### src/sha1_pkg.sv
// Shared types and constants for the SHA-1 digest block.
package sha1_pkg;

	typedef enum logic [1:0] {
		OP_ABSORB = 2'd0,
		OP_DIGEST = 2'd1,
		OP_CLEAR  = 2'd2,
		OP_NONE   = 2'd3
	} op_t;

	localparam logic [31:0] H0_INIT = 32'h67452301;
	localparam logic [31:0] H1_INIT = 32'hEFCDAB89;
	localparam logic [31:0] H2_INIT = 32'h98BADCFE;
	localparam logic [31:0] H3_INIT = 32'h10325476;
	localparam logic [31:0] H4_INIT = 32'hC3D2E1F0;

	localparam logic [31:0] K0 = 32'h5A827999;
	localparam logic [31:0] K1 = 32'h6ED9EBA1;
	localparam logic [31:0] K2 = 32'h8F1BBCDC;
	localparam logic [31:0] K3 = 32'hCA62C1D6;

	localparam logic [7:0] PAD_BYTE = 8'h80;

	localparam int unsigned ROUNDS = 80;
	localparam int unsigned DIGEST_WORDS = 5;

	typedef logic [31:0] word_t;

	function automatic word_t round_k(input logic [6:0] t);
		if (t < 7'd20) return K0;
		else if (t < 7'd40) return K1;
		else if (t < 7'd60) return K2;
		else return K3;
	endfunction

	function automatic word_t round_f(input logic [6:0] t, input word_t b, input word_t c,
			input word_t d);
		if (t < 7'd20) return (b & c) | (~b & d);
		else if (t < 7'd40) return b ^ c ^ d;
		else if (t < 7'd60) return (b & c) | ((b | c) & d);
		else return b ^ c ^ d;
	endfunction

endpackage

### src/sha1_message_digest.sv
// SHA-1 digest top level: byte intake, padding sequencer and one shared round unit.
//
// The block hashes a byte stream one item at a time. An absorb item packs one
// byte big-endian into the 16-word block register; an item that completes a
// 64-byte block copies that register into the schedule window and starts the
// compression, which runs one SHA-1 round per cycle on a single shared round
// unit, followed by the chaining add. Other absorb items start no compression.
// A digest item snapshots the chaining words and the partial block, pads it
// with 0x80, zeros and the 64-bit bit count, and runs one or two compressions
// (two when 56 or more bytes are pending; the second block is loaded in a
// reload step after the first add) on a scratch copy so that the running hash
// is left as it was; it then emits five items, word 0 first, one per cycle
// while the output is not stalled. A clear item reloads the initial chaining
// words and zeroes the byte count. Code 3 is dropped. stall is high whenever
// the block is busy; a finished digest word is held in an output register
// until taken.
module sha1_message_digest
	import sha1_pkg::*;
(
	input  logic        clk,
	input  logic        arst_n,
	input  logic        in_valid,
	output logic        in_stall,
	input  logic [1:0]  operation,
	input  logic [7:0]  data_byte,
	output logic        out_valid,
	input  logic        out_stall,
	output logic [31:0] digest_word,
	output logic [2:0]  word_index,
	output logic        last_word
);

	typedef enum logic [2:0] {
		ST_IDLE,
		ST_ROUND,   // one round per cycle
		ST_ADD,     // add work regs into target chain
		ST_PAD2,    // load second padding block
		ST_EMIT     // present digest words
	} state_t;

	state_t      state_q;
	word_t       chain_q [5];     // running chaining words
	word_t       hd_q [5];        // scratch chain for digest
	word_t       win_q [16];      // schedule window
	word_t       blk_q [16];      // block buffer, filled during absorb
	word_t       wr_q [5];        // a..e
	logic [63:0] count_q;
	logic [6:0]  t_q;
	logic        dig_q;           // compression belongs to a digest
	logic        two_q;           // digest needs a second block
	logic [2:0]  idx_q;
	logic        ov_q;
	word_t       ow_q;

	logic  accept;
	op_t   op;
	logic [5:0] fill;
	word_t wnew, wcur, tmp;
	word_t pb [16];
	logic [63:0] bits;

	assign op     = op_t'(operation);
	assign accept = in_valid && !in_stall;
	assign in_stall = (state_q != ST_IDLE);
	assign fill   = count_q[5:0];
	assign bits   = {count_q[60:0], 3'b000};

	// Schedule expansion over the rotating window
	assign wnew = {win_q[(t_q[3:0] + 4'd13)] ^ win_q[(t_q[3:0] + 4'd8)]
		^ win_q[(t_q[3:0] + 4'd2)] ^ win_q[t_q[3:0]]};
	assign wcur = (t_q < 7'd16) ? win_q[t_q[3:0]] : {wnew[30:0], wnew[31]};
	assign tmp  = {wr_q[0][26:0], wr_q[0][31:27]} + round_f(t_q, wr_q[1], wr_q[2], wr_q[3])
		+ wr_q[4] + wcur + round_k(t_q);

	// First padding block built from the block buffer: keep bytes below fill,
	// put the pad byte at fill, zero the rest, length in the tail if it fits.
	always_comb begin
		for (int i = 0; i < 16; i++) begin
			for (int j = 0; j < 4; j++) begin
				if (6'(4 * i + j) < fill)
					pb[i][31 - 8 * j -: 8] = blk_q[i][31 - 8 * j -: 8];
				else if (6'(4 * i + j) == fill)
					pb[i][31 - 8 * j -: 8] = PAD_BYTE;
				else
					pb[i][31 - 8 * j -: 8] = 8'h00;
			end
		end
		if (fill < 6'd56) begin
			pb[14] = bits[63:32];
			pb[15] = bits[31:0];
		end
	end

	always_ff @(posedge clk or negedge arst_n) begin
		if (!arst_n) begin
			state_q <= ST_IDLE;
			chain_q <= '{H0_INIT, H1_INIT, H2_INIT, H3_INIT, H4_INIT};
			count_q <= '0;
			t_q     <= '0;
			dig_q   <= 1'b0;
			two_q   <= 1'b0;
			idx_q   <= '0;
			ov_q    <= 1'b0;
		end else begin
			unique case (state_q)
				ST_IDLE: begin
					if (accept) begin
						case (op)
							OP_ABSORB: begin
								blk_q[fill[5:2]][31 - 8 * fill[1:0] -: 8] <= data_byte;
								count_q <= count_q + 64'd1;
								if (fill == 6'd63) begin
									for (int i = 0; i < 15; i++) win_q[i] <= blk_q[i];
									win_q[15] <= {blk_q[15][31:8], data_byte};
									wr_q  <= chain_q;
									t_q   <= '0;
									dig_q <= 1'b0;
									state_q <= ST_ROUND;
								end
							end
							OP_CLEAR: begin
								chain_q <= '{H0_INIT, H1_INIT, H2_INIT, H3_INIT, H4_INIT};
								count_q <= '0;
							end
							OP_DIGEST: begin
								win_q <= pb;
								wr_q  <= chain_q;
								hd_q  <= chain_q;
								two_q <= (fill > 6'd55);
								t_q   <= '0;
								dig_q <= 1'b1;
								state_q <= ST_ROUND;
							end
							default: ;
						endcase
					end
				end
				ST_ROUND: begin
					if (t_q >= 7'd16) win_q[t_q[3:0]] <= {wnew[30:0], wnew[31]};
					wr_q[4] <= wr_q[3];
					wr_q[3] <= wr_q[2];
					wr_q[2] <= {wr_q[1][1:0], wr_q[1][31:2]};
					wr_q[1] <= wr_q[0];
					wr_q[0] <= tmp;
					t_q <= t_q + 7'd1;
					if (t_q == 7'(ROUNDS - 1)) state_q <= ST_ADD;
				end
				ST_ADD: begin
					if (!dig_q) begin
						for (int i = 0; i < 5; i++) chain_q[i] <= chain_q[i] + wr_q[i];
						state_q <= ST_IDLE;
					end else begin
						for (int i = 0; i < 5; i++) hd_q[i] <= hd_q[i] + wr_q[i];
						state_q <= two_q ? ST_PAD2 : ST_EMIT;
						if (!two_q) begin
							ov_q  <= 1'b1;
							idx_q <= '0;
							ow_q  <= hd_q[0] + wr_q[0];
						end
					end
				end
				ST_PAD2: begin
					for (int i = 0; i < 14; i++) win_q[i] <= '0;
					win_q[14] <= bits[63:32];
					win_q[15] <= bits[31:0];
					wr_q  <= hd_q;
					two_q <= 1'b0;
					t_q   <= '0;
					state_q <= ST_ROUND;
				end
				ST_EMIT: begin
					if (!out_stall) begin
						if (idx_q == 3'(DIGEST_WORDS - 1)) begin
							ov_q <= 1'b0;
							state_q <= ST_IDLE;
						end else begin
							idx_q <= idx_q + 3'd1;
							ow_q  <= hd_q[idx_q + 3'd1];
						end
					end
				end
				default: state_q <= ST_IDLE;
			endcase
		end
	end

	assign out_valid   = ov_q;
	assign digest_word = ow_q;
	assign word_index  = idx_q;
	assign last_word   = (idx_q == 3'(DIGEST_WORDS - 1));

	// Words leave only while emitting.
	a_emit_state: assert property (@(posedge clk) disable iff (!arst_n)
		out_valid |-> state_q == ST_EMIT) else $error("output valid outside emit");
	// Round counter stays in range.
	a_round_range: assert property (@(posedge clk) disable iff (!arst_n)
		state_q == ST_ROUND |-> t_q < 7'(ROUNDS)) else $error("round counter overrun");
	// Index advances by one after each taken word.
	a_idx_step: assert property (@(posedge clk) disable iff (!arst_n)
		out_valid && !out_stall && !last_word |=> word_index == $past(word_index) + 3'd1)
		else $error("word index skipped");
	// A digest leaves the running count untouched.
	a_count_hold: assert property (@(posedge clk) disable iff (!arst_n)
		state_q == ST_EMIT |=> $stable(count_q)) else $error("count changed during emit");

endmodule

### config.mk
export PLATFORM = sky130hd
export DESIGN_NAME = sha1_message_digest
export DESIGN_NICKNAME = d
export VERILOG_FILES = /design/src/sha1_pkg.sv /design/src/sha1_message_digest.sv
export SDC_FILE = /design/constraint.sdc
export NUM_CORES = 2
export LEC_CHECK = 0
export ABC_AREA = 1
export BUFFER_PORTS_ARGS = -buffer_cell sky130_fd_sc_hd__buf_2
export CAP_MARGIN = 20
export CORE_MARGIN = 2
export CORE_UTILIZATION = 40
export DETAILED_ROUTE_END_ITERATION = 10
export HOLD_SLACK_MARGIN = 0.1
export PLACE_DENSITY = 0.53
export SLEW_MARGIN = 20
export SYNTH_ARGS = -nofsm -noshare
export SYNTH_HDL_FRONTEND = slang
export SYNTH_SLANG_ARGS = --single-unit
### constraint.sdc
create_clock -name clk -period 44.2 [get_ports clk]
set_input_delay 2.21 -clock clk [delete_from_list [all_inputs] [get_ports clk]]
set_output_delay 2.21 -clock clk [all_outputs]
set_load 0.005 [all_outputs]
# Yosys cells after proc, flatten, opt, wreduce, memory -nomap -nowiden
# Memory sizes are Yosys's and may differ from the RTL's.
# Index checks and enable logic that the tools add are counted.
# op_classes
add_sub_neg,22
order_cmp,77
n_eq_ne,86
shift,2
n_mux,209
bitwise_logic,17
n_reduce_logical,26
# ops
cell,n
512-bit two-way mux,3
512-bit case mux with 3 select lines,1
160-bit two-way mux,8
8-bit two-way mux,128
512-bit case mux with 2 select lines,1
160-bit case mux with 2 select lines,3
32-bit two-way mux,22
32-bit binary-select mux with 4-bit select,4
512-bit bitwise mux,1
160-bit case mux with 3 select lines,1
32-bit adder,14
6-bit equality test (first input constant),32
6-bit < comparator (first input constant),32
32-bit bitwise XOR,5
32-bit demux with 4-bit select,1
64-bit case mux with 2 select lines,1
32-bit AND,3
32-bit binary-select mux with 3-bit select,1
5-bit by 6-bit equality test with 1-bit output (first input constant),16
5-bit by 6-bit < comparator with 1-bit output (first input constant),16
32-bit OR,3
64-bit by 1-bit adder with 64-bit output (second input constant),1
64-bit two-way mux,1
32-bit case mux with 2 select lines,1
58 further kinds,140
# word_totals
regBits,1104
ramBits,512
inputBits,14
out_inout_bits,38
wordCells,479
mem_count,1
# mem_list
memory,words,width,read_ports,rd_clocked_by_memory_dff,wr,line_no,source
blk_q,16,32,16,0,1,sha1_message_digest.sv:45,word_t blk_q [16];

# Logic depth before layout (Yosys ltp)
# depth
word_depth,12
depth_mapped,42
depth_no_buf,33

# Worst setup path after synthesis
# OpenSTA, ideal clock, no wires.
# synth_path
kind,input -> register
from,input port operation[0]
to,"register win_q[0] (netlist bit), enable pin"
setup_time_ps,926
t_arrival_ps,20914
t_required_ps,43274
path_slack_ps,22359
stages,5
n_path_buf,0
path_cell_list,nor2_1 a21oi_1 nand3_1 nor2_1 o21a_1
# synth_between
elab_chain_cells,3
elab_cells_between_ends,5
classes_between,eq/ne (3); reduce/logical (2)
# synth_lines
item,line_no,source
from (decl),sha1_message_digest.sv:24,"input logic [1:0] operation,"
2-bit by 1-bit equality test with 1-bit output / 2-bit zero test (equally long branches),sha1_message_digest.sv:108,case (op)
3-bit by 1-bit inequality test with 1-bit output (no line) / 3-bit inequality test (equally long branches),-,
6-bit AND reduction (no line) (*),-,
to (signal assigned),sha1_message_digest.sv:126,win_q <= pb;
"to (signal, indexed assignment)",sha1_message_digest.sv:139,"if (t_q >= 7'd16) win_q[t_q[3:0]] <= {wnew[30:0], wnew[31]};"
to (decl),sha1_message_digest.sv:44,word_t win_q [16];
# Mark *: on every way between the ends. The rest lies on a longest branch, timed or not.
# A chain may end at the register's enable or synchronous reset.

# Final worst setup path
# layout_path
from,register t_q[0]
to,"register wr_q[155] (netlist bit), data pin"
# layout_between
elab_chain_cells,12
elab_cells_between_ends,38
classes_between,add/sub (7); order compare (4); mux (20); bitwise (7)
# layout_lines
item,line_no,source
from (decl),sha1_message_digest.sv:48,logic [6:0] t_q;
from (signal assigned),sha1_message_digest.sv:145,t_q <= t_q + 7'd1;
"parallel branches: the longest is 10 deep, another holds 32-bit adder",-,
32-bit adder (*),sha1_message_digest.sv:73,+ wr_q[4] + wcur + round_k(t_q);
160-bit case mux with 3 select lines (*),sha1_message_digest.sv:105,unique case (state_q)
to (signal assigned),sha1_message_digest.sv:115,wr_q <= chain_q;
to (signal assigned),sha1_message_digest.sv:127,wr_q <= chain_q;
to (signal assigned),sha1_message_digest.sv:166,wr_q <= hd_q;
to (decl),sha1_message_digest.sv:46,word_t wr_q [5];
# Every way passes the cells marked *. The select of a mux whose other input is x is not followed.

==> metrics.txt <==
critical path class=register to register; First-pass DRT Iterations=6; post-CTS setup buffer count=0; Vias/cell=6.18; worst-path fanout max=103; Critical Path Most Common Cell=nand2_1; Initial Utilization=0.402; Avg Inst Size Synth=7.86 µm²; Worst-Margin Slew=1.45 ns; Net Count, Synth=14351; first-pass GRT wire length=786000 µm; Post-Syn Area=109000 µm²; highest-count cells in the layout ignoring fill and taps=nand2_1 (3323), o21ai_0 (1710), inv_1 (1462); global placer's final weighted congestion=1.02; detailed placement HPWL=409000 µm; nets=14187; Syn Inst Count=13845; Total Wirelength=573000 µm; initial antenna violation count=64; status=finished clean; largest net degree at the start of global routing=160; Max Cap Viol=0; Arrival @ worst endpoint=10.90 ns; Max-slew headroom=0.0274; async set-reset flop share out of synthesis=0.148; Final Hold Fails=0; post-synthesis sequential area ratio=0.433; # IOs=52; fillcell total=27293; clock buffer depth=4; all-layer global routing usage=0.401; Avg WL per Cell=32.8 µm; CTS buffer count=200; CTS Hold Bufs=0; CTS tree=yes; endpoints failing setup=0; critical path required time=44.81 ns; port bufs=51; f_max=97.2 MHz; most common cell after layout, fill and taps aside=nand2_1; crit start category=register; Final Skew=0.0927 ns; Seq cells post-synth=1605; Tmin final=10.29 ns; Area growth, synth to finish=10.4%; Die X=526 µm; Final Util=0.444; RSZ-0062 raised after global routing=no; Worst setup EP type=register; Post-synth EDFFs=1368; Design Area, Final=120000 µm²; placed inst area=113000 µm²; master of the slowest instance on the critical path=o21ai_0; Die ar.=276000 µm²; TNS Setup=0 ns; number of DRC markers in iteration 0=16256; global route total overflow=0; Die Span Y=526 µm; layout cells sized above 1=0.0705; H-tree depth=4; crit share post-route=0.233; CORE AREA=271000 µm²; Top FF cell, synth=edfxtp_1; Clock Latency Late Sink=0.94 ns; YS warnings=0; num rows=191; Slew Limit Fails=0; post-cts resize count=0; Reg clk slew, reported paths=0.06 ns; clk root buf=clkbuf_16; # clock sinks=1605; Unique masters post-synth=71; routed vias=107749; vias in the first global route=99243; ANT nets after route=0; DR DRC count=0; CP peak stage delay=0.85 ns; Worst Hold Class=register to register
path summary, 6_finish.rpt:
kind	startpoint	endpoint	slack, ns	cells after the start
hold / removal	blk_q[13][12]$_DFFE_PP_	win_q[76]$_DFFE_PP_	0.47	2
setup / recovery	t_q[0]$_DFFE_PN0P_	wr_q[155]$_DFFE_PP_	33.91	32
max in group asynchronous	arst_n	word_index[0]$_DFFE_PN0P_	40.48	4
min in group asynchronous	arst_n	count_q[57]$_DFFE_PN0P_	1.18	1
setup reg to reg	t_q[0]$_DFFE_PN0P_	wr_q[155]$_DFFE_PP_	33.91	32
hold reg to reg	blk_q[13][12]$_DFFE_PP_	win_q[76]$_DFFE_PP_	0.47	2
cells in the mapped netlist, drive strengths merged (73+ instances only):
| cell | n | share of area |
|---|---|---|
| a21oi | 1156 | 0.053 |
| nor3 | 157 | 0.0072 |
| fa | 130 | 0.024 |
| o22ai | 129 | 0.0074 |
| o221ai | 91 | 0.0073 |
| nor2 | 929 | 0.032 |
| a31oi | 77 | 0.0044 |
| buf | 243 | 0.013 |
| dfstp | 80 | 0.019 |
| nand3 | 915 | 0.042 |
| edfxtp | 1368 | 0.38 |
| xor2 | 89 | 0.0077 |
| or2 | 79 | 0.0045 |
| xnor2 | 84 | 0.0070 |
| o21ai | 1796 | 0.083 |
| a22oi | 73 | 0.0051 |
| ha | 362 | 0.042 |
| nand2 | 3342 | 0.12 |
| o211ai | 166 | 0.012 |
| clkbuf | 438 | 0.015 |
| o21bai | 94 | 0.0065 |
| inv | 1488 | 0.051 |
| dfrtp | 157 | 0.036 |
flip-flops by register name, indices dropped and copies added, names as in the netlist:
name,cells
word_index,3
win_q,512
state_q,3
out_valid,1
t_q,7
blk_q,504
hd_q,160
chain_q,160
two_q,1
wr_q,160
count_q,61
dig_q,1
digest_word,32
routing by layer:
| metal | global-route usage | wire [µm] |
|---|---|---|
| met4 | 0.158 | 26200 |
| met2 | 0.574 | 235000 |
| met5 | 0 | 115 |
| met3 | 0.120 | 72300 |
| met1 | 0.562 | 239000 |
per-stage QoR:
stage,std cells,setup WS [ns],hold slack (ns)
5_1_grt,17422,33.22,0.493
4_1_cts,17417,34.10,0.460
3_3_place_gp,17040,34.13,0.480
6_report,17437,33.91,0.467
3_5_place_dp,17047,34.18,0.483
2_1_floorplan,13845,22.36,0.455
critical path, delay by kind of cell (launching register included):
kind / cells / cell delay, ns
buffers and inverters: 8 / 3.16
flip-flops: 1 / 0.69
AND/OR/NAND/NOR: 11 / 1.33
adder cells (fa/ha/maj): 5 / 1.99
AO/OA/AOI/OAI: 8 / 2.64
cells by family (layout without fill, tap and decap cells):
kind of cell,count (synthesis),in the layout,share of synthesized area
simple gates,5566,5566,0.210
flops,1605,1605,0.433
xor+xnor,173,173,0.0148
fa+ha+maj,492,492,0.0656
mux,5,5,0.000460
compound gates,3816,3816,0.196
buf+inv,2188,2192,0.0802
other cells,0,18,0
final cells by class:
| cell class | instances | area, µm² | area share |
|---|---|---|---|
| Multi-Input combinational cell | 10052 | 53700 | 0.447 |
| Sequential cell | 1605 | 47100 | 0.392 |
| Inverter | 1507 | 5710 | 0.0476 |
| Clock buffer | 261 | 5410 | 0.0450 |
| Tap cell | 3570 | 4470 | 0.0372 |
| Timing Repair Buffer | 315 | 2340 | 0.0195 |
| Clock inverter | 109 | 1360 | 0.0114 |
| Antenna cell | 18 | 45.0 | 0.000375 |
Power is not shown: default switching activity piles up to over one toggle a cycle in this logic, so the estimate is an artifact.
